--- config.mk ---
export PLATFORM = sky130hd
export DESIGN_NAME = ppu_div
export DESIGN_NICKNAME = d
export VERILOG_FILES = /design/src/design/particle_pool_update_engine_assert.svh /design/src/design/ppu_pkg.sv /design/src/design/ppu_div.sv
export SDC_FILE = /design/constraint.sdc
export NUM_CORES = 1
export LEC_CHECK = 0
export ABC_AREA = 1
export BUFFER_PORTS_ARGS = -buffer_cell sky130_fd_sc_hd__buf_4
export CELL_PAD_IN_SITES_DETAIL_PLACEMENT = 0
export CELL_PAD_IN_SITES_GLOBAL_PLACEMENT = 1
export CORE_AREA = 2 2 116 118
export DETAILED_ROUTE_END_ITERATION = 10
export DIE_AREA = 0 0 118 120
export PLACE_DENSITY_LB_ADDON = 0.1
export SLEW_MARGIN = 0
export SYNTH_ARGS = -nofsm -noshare
export SYNTH_HDL_FRONTEND = slang
export SYNTH_SLANG_ARGS = --single-unit
--- constraint.sdc ---
create_clock -name clock -period 3.1 [get_ports clock]
set_clock_uncertainty 0.05 [all_clocks]
set_input_delay 0.31 -clock clock [delete_from_list [all_inputs] [get_ports clock]]
set_output_delay 0.31 -clock clock [all_outputs]
set_load 0.05 [all_outputs]
--- src/design/particle_pool_update_engine_assert.svh ---
// Assertion macros for the particle pool update engine.
// Included by the top level; depends on nothing else.
`ifndef PARTICLE_POOL_UPDATE_ENGINE_ASSERT_SVH
`define PARTICLE_POOL_UPDATE_ENGINE_ASSERT_SVH

// Same-cycle implication, disabled during reset.
`define PPU_ASSERT_IMP(lbl, clk, rst, ante, cons, msg) \
   lbl: assert property (@(posedge clk) disable iff (rst) (ante) |-> (cons)) \
      else $error(msg);

// Next-cycle implication, disabled during reset.
`define PPU_ASSERT_NXT(lbl, clk, rst, ante, cons, msg) \
   lbl: assert property (@(posedge clk) disable iff (rst) (ante) |=> (cons)) \
      else $error(msg);

`endif

--- src/design/ppu_pkg.sv ---
// Shared types, widths and helpers of the particle pool update engine.
// No dependencies; used by every module of the block.
package ppu_pkg;

   localparam int POS_W     = 24;
   localparam int LIFE_W    = 16;
   localparam int SIZE_W    = 12;
   localparam int RGB_W     = 24;
   localparam int CAP_W     = 6;
   localparam int CNT_OUT_W = 6;
   localparam int ALPHA_W   = 8;

   localparam int MAX_RESULTS = 32;
   localparam int RES_W       = 6;

   localparam logic [LIFE_W-1:0] FRICTION = 16'd64225;

   localparam int MUL_A_W = 25;
   localparam int MUL_B_W = 17;
   localparam int PROD_W  = 43;
   localparam int SUM_W   = 34;

   localparam int DIV_N_W     = 30;
   localparam int DIV_D_W     = 17;
   localparam int Q_W         = 12;
   localparam int SIZE_STEPS  = 12;
   localparam int ALPHA_STEPS = 8;
   localparam int STEP_CNT_W  = 4;

   typedef enum logic [1:0] {
      KIND_ADD   = 2'd0,
      KIND_TICK  = 2'd1,
      KIND_DRAW  = 2'd2,
      KIND_CLEAR = 2'd3
   } kind_type;

   typedef struct packed {
      logic signed [POS_W-1:0] x;
      logic signed [POS_W-1:0] y;
      logic signed [POS_W-1:0] vx;
      logic signed [POS_W-1:0] vy;
      logic [LIFE_W-1:0]       left;
      logic [LIFE_W-1:0]       full;
      logic [SIZE_W-1:0]       radius;
      logic [RGB_W-1:0]        tint;
   } entry_type;

   typedef struct packed {
      logic [1:0]              kind;
      logic signed [POS_W-1:0] pos_x;
      logic signed [POS_W-1:0] pos_y;
      logic signed [POS_W-1:0] vel_x;
      logic signed [POS_W-1:0] vel_y;
      logic [LIFE_W-1:0]       life;
      logic [SIZE_W-1:0]       size;
      logic [RGB_W-1:0]        rgb;
      logic [LIFE_W-1:0]       step_time;
   } req_type;

   typedef struct packed {
      logic signed [POS_W-1:0] x;
      logic signed [POS_W-1:0] y;
      logic [SIZE_W-1:0]       size;
      logic [ALPHA_W-1:0]      alpha;
      logic [RGB_W-1:0]        rgb;
      logic                    has;
      logic [CNT_OUT_W-1:0]    count;
      logic                    last;
   } rsp_type;

   typedef struct packed {
      logic               start;
      logic               alpha_mode;
      logic [DIV_N_W-1:0] num;
      logic [DIV_D_W-1:0] den;
   } div_req_type;

   function automatic logic signed [POS_W-1:0] sat24(logic signed [SUM_W-1:0] v);
      logic signed [POS_W-1:0] r;
      if (v > SUM_W'(signed'(24'sh7fffff))) begin
         r = 24'sh7fffff;
      end else if (v < SUM_W'(signed'(24'sh800000))) begin
         r = 24'sh800000;
      end else begin
         r = v[POS_W-1:0];
      end
      return r;
   endfunction

endpackage

--- src/design/ppu_div.sv ---
// Restoring divider, one quotient bit per cycle, for radius and alpha.
// Depends on ppu_pkg for widths and the request struct.
module ppu_div (
   input  logic                      clock,
   input  logic                      reset,
   input  ppu_pkg::div_req_type      div_req,
   output logic                      busy,
   output logic [ppu_pkg::Q_W-1:0]   quot
);

   logic                             busy_ff, busy_in;
   logic [ppu_pkg::STEP_CNT_W-1:0]   cnt_ff, cnt_in;
   logic [ppu_pkg::DIV_N_W-1:0]      rem_ff, rem_in;
   logic [ppu_pkg::DIV_N_W-1:0]      dsh_ff, dsh_in;
   logic [ppu_pkg::Q_W-1:0]          q_ff, q_in;

   always_comb begin
      busy_in = busy_ff;
      cnt_in  = cnt_ff;
      rem_in  = rem_ff;
      dsh_in  = dsh_ff;
      q_in    = q_ff;
      if (div_req.start) begin
         busy_in = 1'b1;
         rem_in  = div_req.num;
         q_in    = '0;
         if (div_req.alpha_mode) begin
            dsh_in = ppu_pkg::DIV_N_W'(div_req.den) << (ppu_pkg::ALPHA_STEPS - 1);
            cnt_in = ppu_pkg::STEP_CNT_W'(ppu_pkg::ALPHA_STEPS);
         end else begin
            dsh_in = ppu_pkg::DIV_N_W'(div_req.den) << (ppu_pkg::SIZE_STEPS - 1);
            cnt_in = ppu_pkg::STEP_CNT_W'(ppu_pkg::SIZE_STEPS);
         end
      end else if (busy_ff) begin
         if (rem_ff >= dsh_ff) begin
            rem_in = rem_ff - dsh_ff;
            q_in   = {q_ff[ppu_pkg::Q_W-2:0], 1'b1};
         end else begin
            q_in   = {q_ff[ppu_pkg::Q_W-2:0], 1'b0};
         end
         dsh_in = dsh_ff >> 1;
         cnt_in = cnt_ff - 1'b1;
         if (cnt_ff == ppu_pkg::STEP_CNT_W'(1)) begin
            busy_in = 1'b0;
         end
      end
   end

   always_ff @(posedge clock) begin
      if (reset) begin
         busy_ff <= 1'b0;
         cnt_ff  <= '0;
      end else begin
         busy_ff <= busy_in;
         cnt_ff  <= cnt_in;
      end
   end

   always_ff @(posedge clock) begin
      rem_ff <= rem_in;
      dsh_ff <= dsh_in;
      q_ff   <= q_in;
   end

   assign busy = busy_ff;
   assign quot = q_ff;

endmodule

# Yosys cells after proc, flatten, opt, wreduce, memory -nomap -nowiden
# Cells that the tools add are included.
# word_totals
regBits	77
latchBits	0
mem_bits_rw	0
mem_bits_ro	0
in_bits	51
output_inout_bits	13
elab_cells	25
memories	0
# op_classes
n_addsub	2
multipliers	0
div_mod_pow	0
order_cmp	1
eq_ne	1
n_shift	0
mux	13
bitwise_logic	0
reduce_logical	3
# ops
operator	n
$mux W30	5
$ge A30 B30 Y1	1
$sub A30 B30 Y30	1
$mux W28	1
$mux W4	2
$eq A4 B1 Y1 const B	1
$mux W1	4
$reduce_bool A2 Y1	2
$sub A4 B1 Y4 const B	1
$mux W3	1
$reduce_and A2 Y1	1

# Depth between registers and ports, before layout
# logic_depth
depth_word	4
ltp_mapped	13
depth_no_buf	13

# Least setup slack after synthesis
# No wires, ideal clock.
# synth_path
path_type	register to register
from	register dsh_ff[0] (netlist name)
to	register rem_ff[0] (netlist name), enable pin
arrival_ps	2224
path_slack_ps	439
stages_incl_launch_ff	12
synth_period_minus_slack_ps	2661
cell_sequence	edfxtp_1 > ha_1 > fa_1 > inv_1 > nand2_1 > nand3_2 > nand2_1 > nand2_2 > nand3b_1 > nand2_1 > nand2_1 > nand2_1
# synth_between
elab_chain_len	3
# synth_lines
element	line_no	source
start: declaration	ppu_div.sv:14	logic [ppu_pkg::DIV_N_W-1:0] dsh_ff, dsh_in;
start signal: assignment	ppu_div.sv:61	dsh_ff <= dsh_in;
$ge A30 B30 Y1	ppu_div.sv:35	if (rem_ff >= dsh_ff) begin
$reduce_bool A2 Y1 (no line)	-	
$reduce_and A2 Y1 (no line)	-	
end signal: assignment	ppu_div.sv:60	rem_ff <= rem_in;
end: declaration	ppu_div.sv:13	logic [ppu_pkg::DIV_N_W-1:0] rem_ff, rem_in;
# Every way passes these cells.
# A chain may end at the register's enable or synchronous reset.

# Final worst setup path
# layout_path
from	register rem_ff[6] (netlist name)
to	register rem_ff[21] (netlist name), enable pin
# layout_between
elab_chain_len	3
# layout_lines
element	line_no
$ge A30 B30 Y1	ppu_div.sv:35
$reduce_bool A2 Y1 (no line)	-
$reduce_and A2 Y1 (no line)	-
# Every way passes these cells.

==> metrics.txt <==
Worst-Margin Slew=0.641 ns; Port Buffer Count=63; Static Leakage=3.29 nW; synth unique cells=42; post-synth top area share=32.0%; row count=42; Final ANT Viol Nets=0; pwr/cell area=667 nW/um^2; Ports=64; post-synthesis sequential area ratio=38.3%; via density per instance=4.79; GRT overflow=0; Rel. slew slack=57.3%; routability congestion estimate=0.868; core area=13000 sq um; Worst R2R Path Depth=12; Required @ worst endpoint=3.09 ns; post-synthesis sequential element count=75; synth top area cells=edfxtp_1 32%, nand2_1 19%, inv_1 11%; area taken by multi-input logic gates=2660 sq um; Net Count, Synth=857; Yosys warning count=0; worst path cell trace=ha_1 > nand2_1 > nor2_2 > clkinv_1 > nor3_1 > nand3_1 > nand2_1 > nor2_1 > nand2_1 > nand2_1 > nand2_1 > buf_12; WP data arrival=2.44 ns; CP most frequent cell=nand2_1; mean area per synthesized cell=7.02 sq um; vias in the first global route=4671; Synth area leader=edfxtp_1; # hold bufs at CTS=0; Reg2Reg Launch Point=rem_ff[6]; critical path class=flip-flop to flip-flop; Cell Area, Synth=5440 sq um; CTS tree=done; filler cell count=1381; DR vias=4882; 1st-pass router iterations=5; clock sinks=75; Peak VDD IR=0.339 mV; CP Depth=12; RSZ-0062 raised after global routing=no; DIE AREA=14200 sq um; number of remaining DRC errors=0; number of DRC markers in iteration 0=264; CTS H-tree lvls=3; average wire per standard cell=14.8 um; Hold Fails Final Rpt=0; Root Driver=clkbuf_16; setup violators final=0; Post-Syn Instances=775; clk buf depth=2; CP startpoint=rem_ff[6]; setup ws final=0.647 ns; Post-synth EDFFs=58; first-pass GRT wire length=24200 um; CP endpoint=rem_ff[21]; dpl hpwl=11900 um; endpoint class of the critical path=flip-flop; Tightest Hold Check Type=input port to flip-flop; initial antenna violation count=0; CP peak stage delay=0.40 ns; Main synth FF type=edfxtp_1; FF/Latch Area=2080 sq um; Die H=120 um; Buffers & Inverters on Critical Path=2; flop-to-flop setup slack=0.65 ns; latest clock arrival within the worst-skew pair=0.35 ns; Max Cap Viol=0; fraction of the cycle the final worst path needs=79.1%; final setup TNS=0 ns; status=complete, no violations; hold path cells=2; CP delay by family, top=simple AND/OR/NAND/NOR gates; die width=118 um; Fin Hold WS=0.104 ns; Pins Over Slew Limit=0; R2R Path End=rem_ff[21]; pin count of the biggest net entering global routing=42; Place WS=0.667 ns; setup bufs post-CTS=0; DRT Wirelength=15100 um; Worst Path Max Fanout=30; Tmin final=2.45 ns; Area Overhead vs Synth=17.6%; fraction of layout cells with a size suffix above 1=13.9%; Nets=920; Crit-path slowest cell=ha_1; Async SR Flop Fraction=0%; Startpoint Class=flip-flop; Num CTS Buffers=9; Initial Util=41.9%; CTS resizes=0; Clk pin slew, worst setup/hold paths=0.07 ns; fmax=0.408 GHz; n_diodes=0; All-Layer GR Usage=22.3%
layout make-up:
class / count / share of cell area (%)
inverter: 165 / 9.68
sequential: 75 / 32.5
multi-input combinational: 520 / 41.6
tap: 176 / 3.44
clock buffer: 10 / 3.91
timing repair buffer: 67 / 8.06
clock inverter: 6 / 0.782
sequential cells by signal (all words and copies together), names as in the netlist:
name / cells
cnt_ff: 4
dsh_ff: 28
busy: 1
rem_ff: 30
quot: 12
per-stage QoR:
step	power (mW)	utilization [%]	instance area, sq um	instances
after CTS	4.28	49.3	6400	1019
final	4.27	49.3	6400	1019
after global routing	4.60	49.3	6400	1019
after floorplan	2.70	-	5440	775
after global placement	3.18	47.0	6100	1003
after detailed placement	3.19	47.0	6100	1003
Yosys cell counts (3+ instances only):
library cell,count
o21ai_0,11
a21oi_1,20
o221ai_1,13
nor2_2,9
nand2_2,8
nand3_2,3
nand2_1,272
o21ai_1,3
and2_1,3
or2_2,4
buf_2,4
nand3b_1,5
edfxtp_1,58
o22ai_1,17
clkbuf_1,6
nor2_1,48
or2_1,3
nor3_1,3
inv_1,162
ha_1,30
dfxtp_1,17
nand4_1,4
xnor2_1,5
nand3_1,42
metal layers:
| layer | routed length, um | share of wire (%) | GRT usage (%) | vias to the layer above |
|---|---|---|---|---|
| met5 | 0 | 0 | 0 | - |
| met4 | 228 | 1.5 | 7.53 | 0 |
| met3 | 689 | 4.6 | 3.37 | 13 |
| met2 | 6490 | 43 | 33.5 | 123 |
| met1 | 7690 | 51 | 32.5 | 2170 |
| li1 | - | - | - | 2576 |
placed cells by master (no fill, tap or decap), types with 2 or more instances in the layout:
master and count:
a21oi_1 20, a21oi_2 2, a31oi_1 2, and2_1 3, buf_4 66, clkbuf_16 10
dfxtp_1 17, edfxtp_1 58, ha_1 30, inv_1 162, inv_2 2, inv_4 2
inv_6 2, nand2_1 272, nand2_2 8, nand3_1 42, nand3_2 3, nand3b_1 5
nand4_1 4, nor2_1 48, nor2_2 9, nor2_4 2, nor3_1 3, o21ai_0 11
o21ai_1 3, o21ai_2 2, o221ai_1 13, o22ai_1 17, or2_1 3, or2_2 4
xnor2_1 5
where the power goes:
| part | total (mW) | switching, mW | internal, mW |
|---|---|---|---|
| Sequential | 1.35 | 0.0663 | 1.28 |
| Clock | 1.08 | 0.476 | 0.605 |
| Combinational | 1.84 | 1.20 | 0.640 |
logic make-up (layout without fill, tap and decap cells):
family	after synthesis	in the layout	share of synthesized area (%)
AOI/OAI and AO/OA	75	75	8.83
xor gates and xnor gates	6	6	0.966
adders and majority gates	31	31	7.26
buffers and inverters	180	248	12.9
DFF	75	75	38.3
and+or+nand+nor	408	408	31.8
worst min-delay path by stage:
stage | from | to | slack (ns)
finish | reset | cnt_ff[3] | 0.10
CTS | reset | cnt_ff[3] | 0.1
detailed placement | quot[11] | quot[11] | 0.41
global route | reset | cnt_ff[3] | 0.10
floorplan | reset | cnt_ff[2] | 0.33
global placement | quot[11] | quot[11] | 0.41
(Power assumes the default switching activity.)
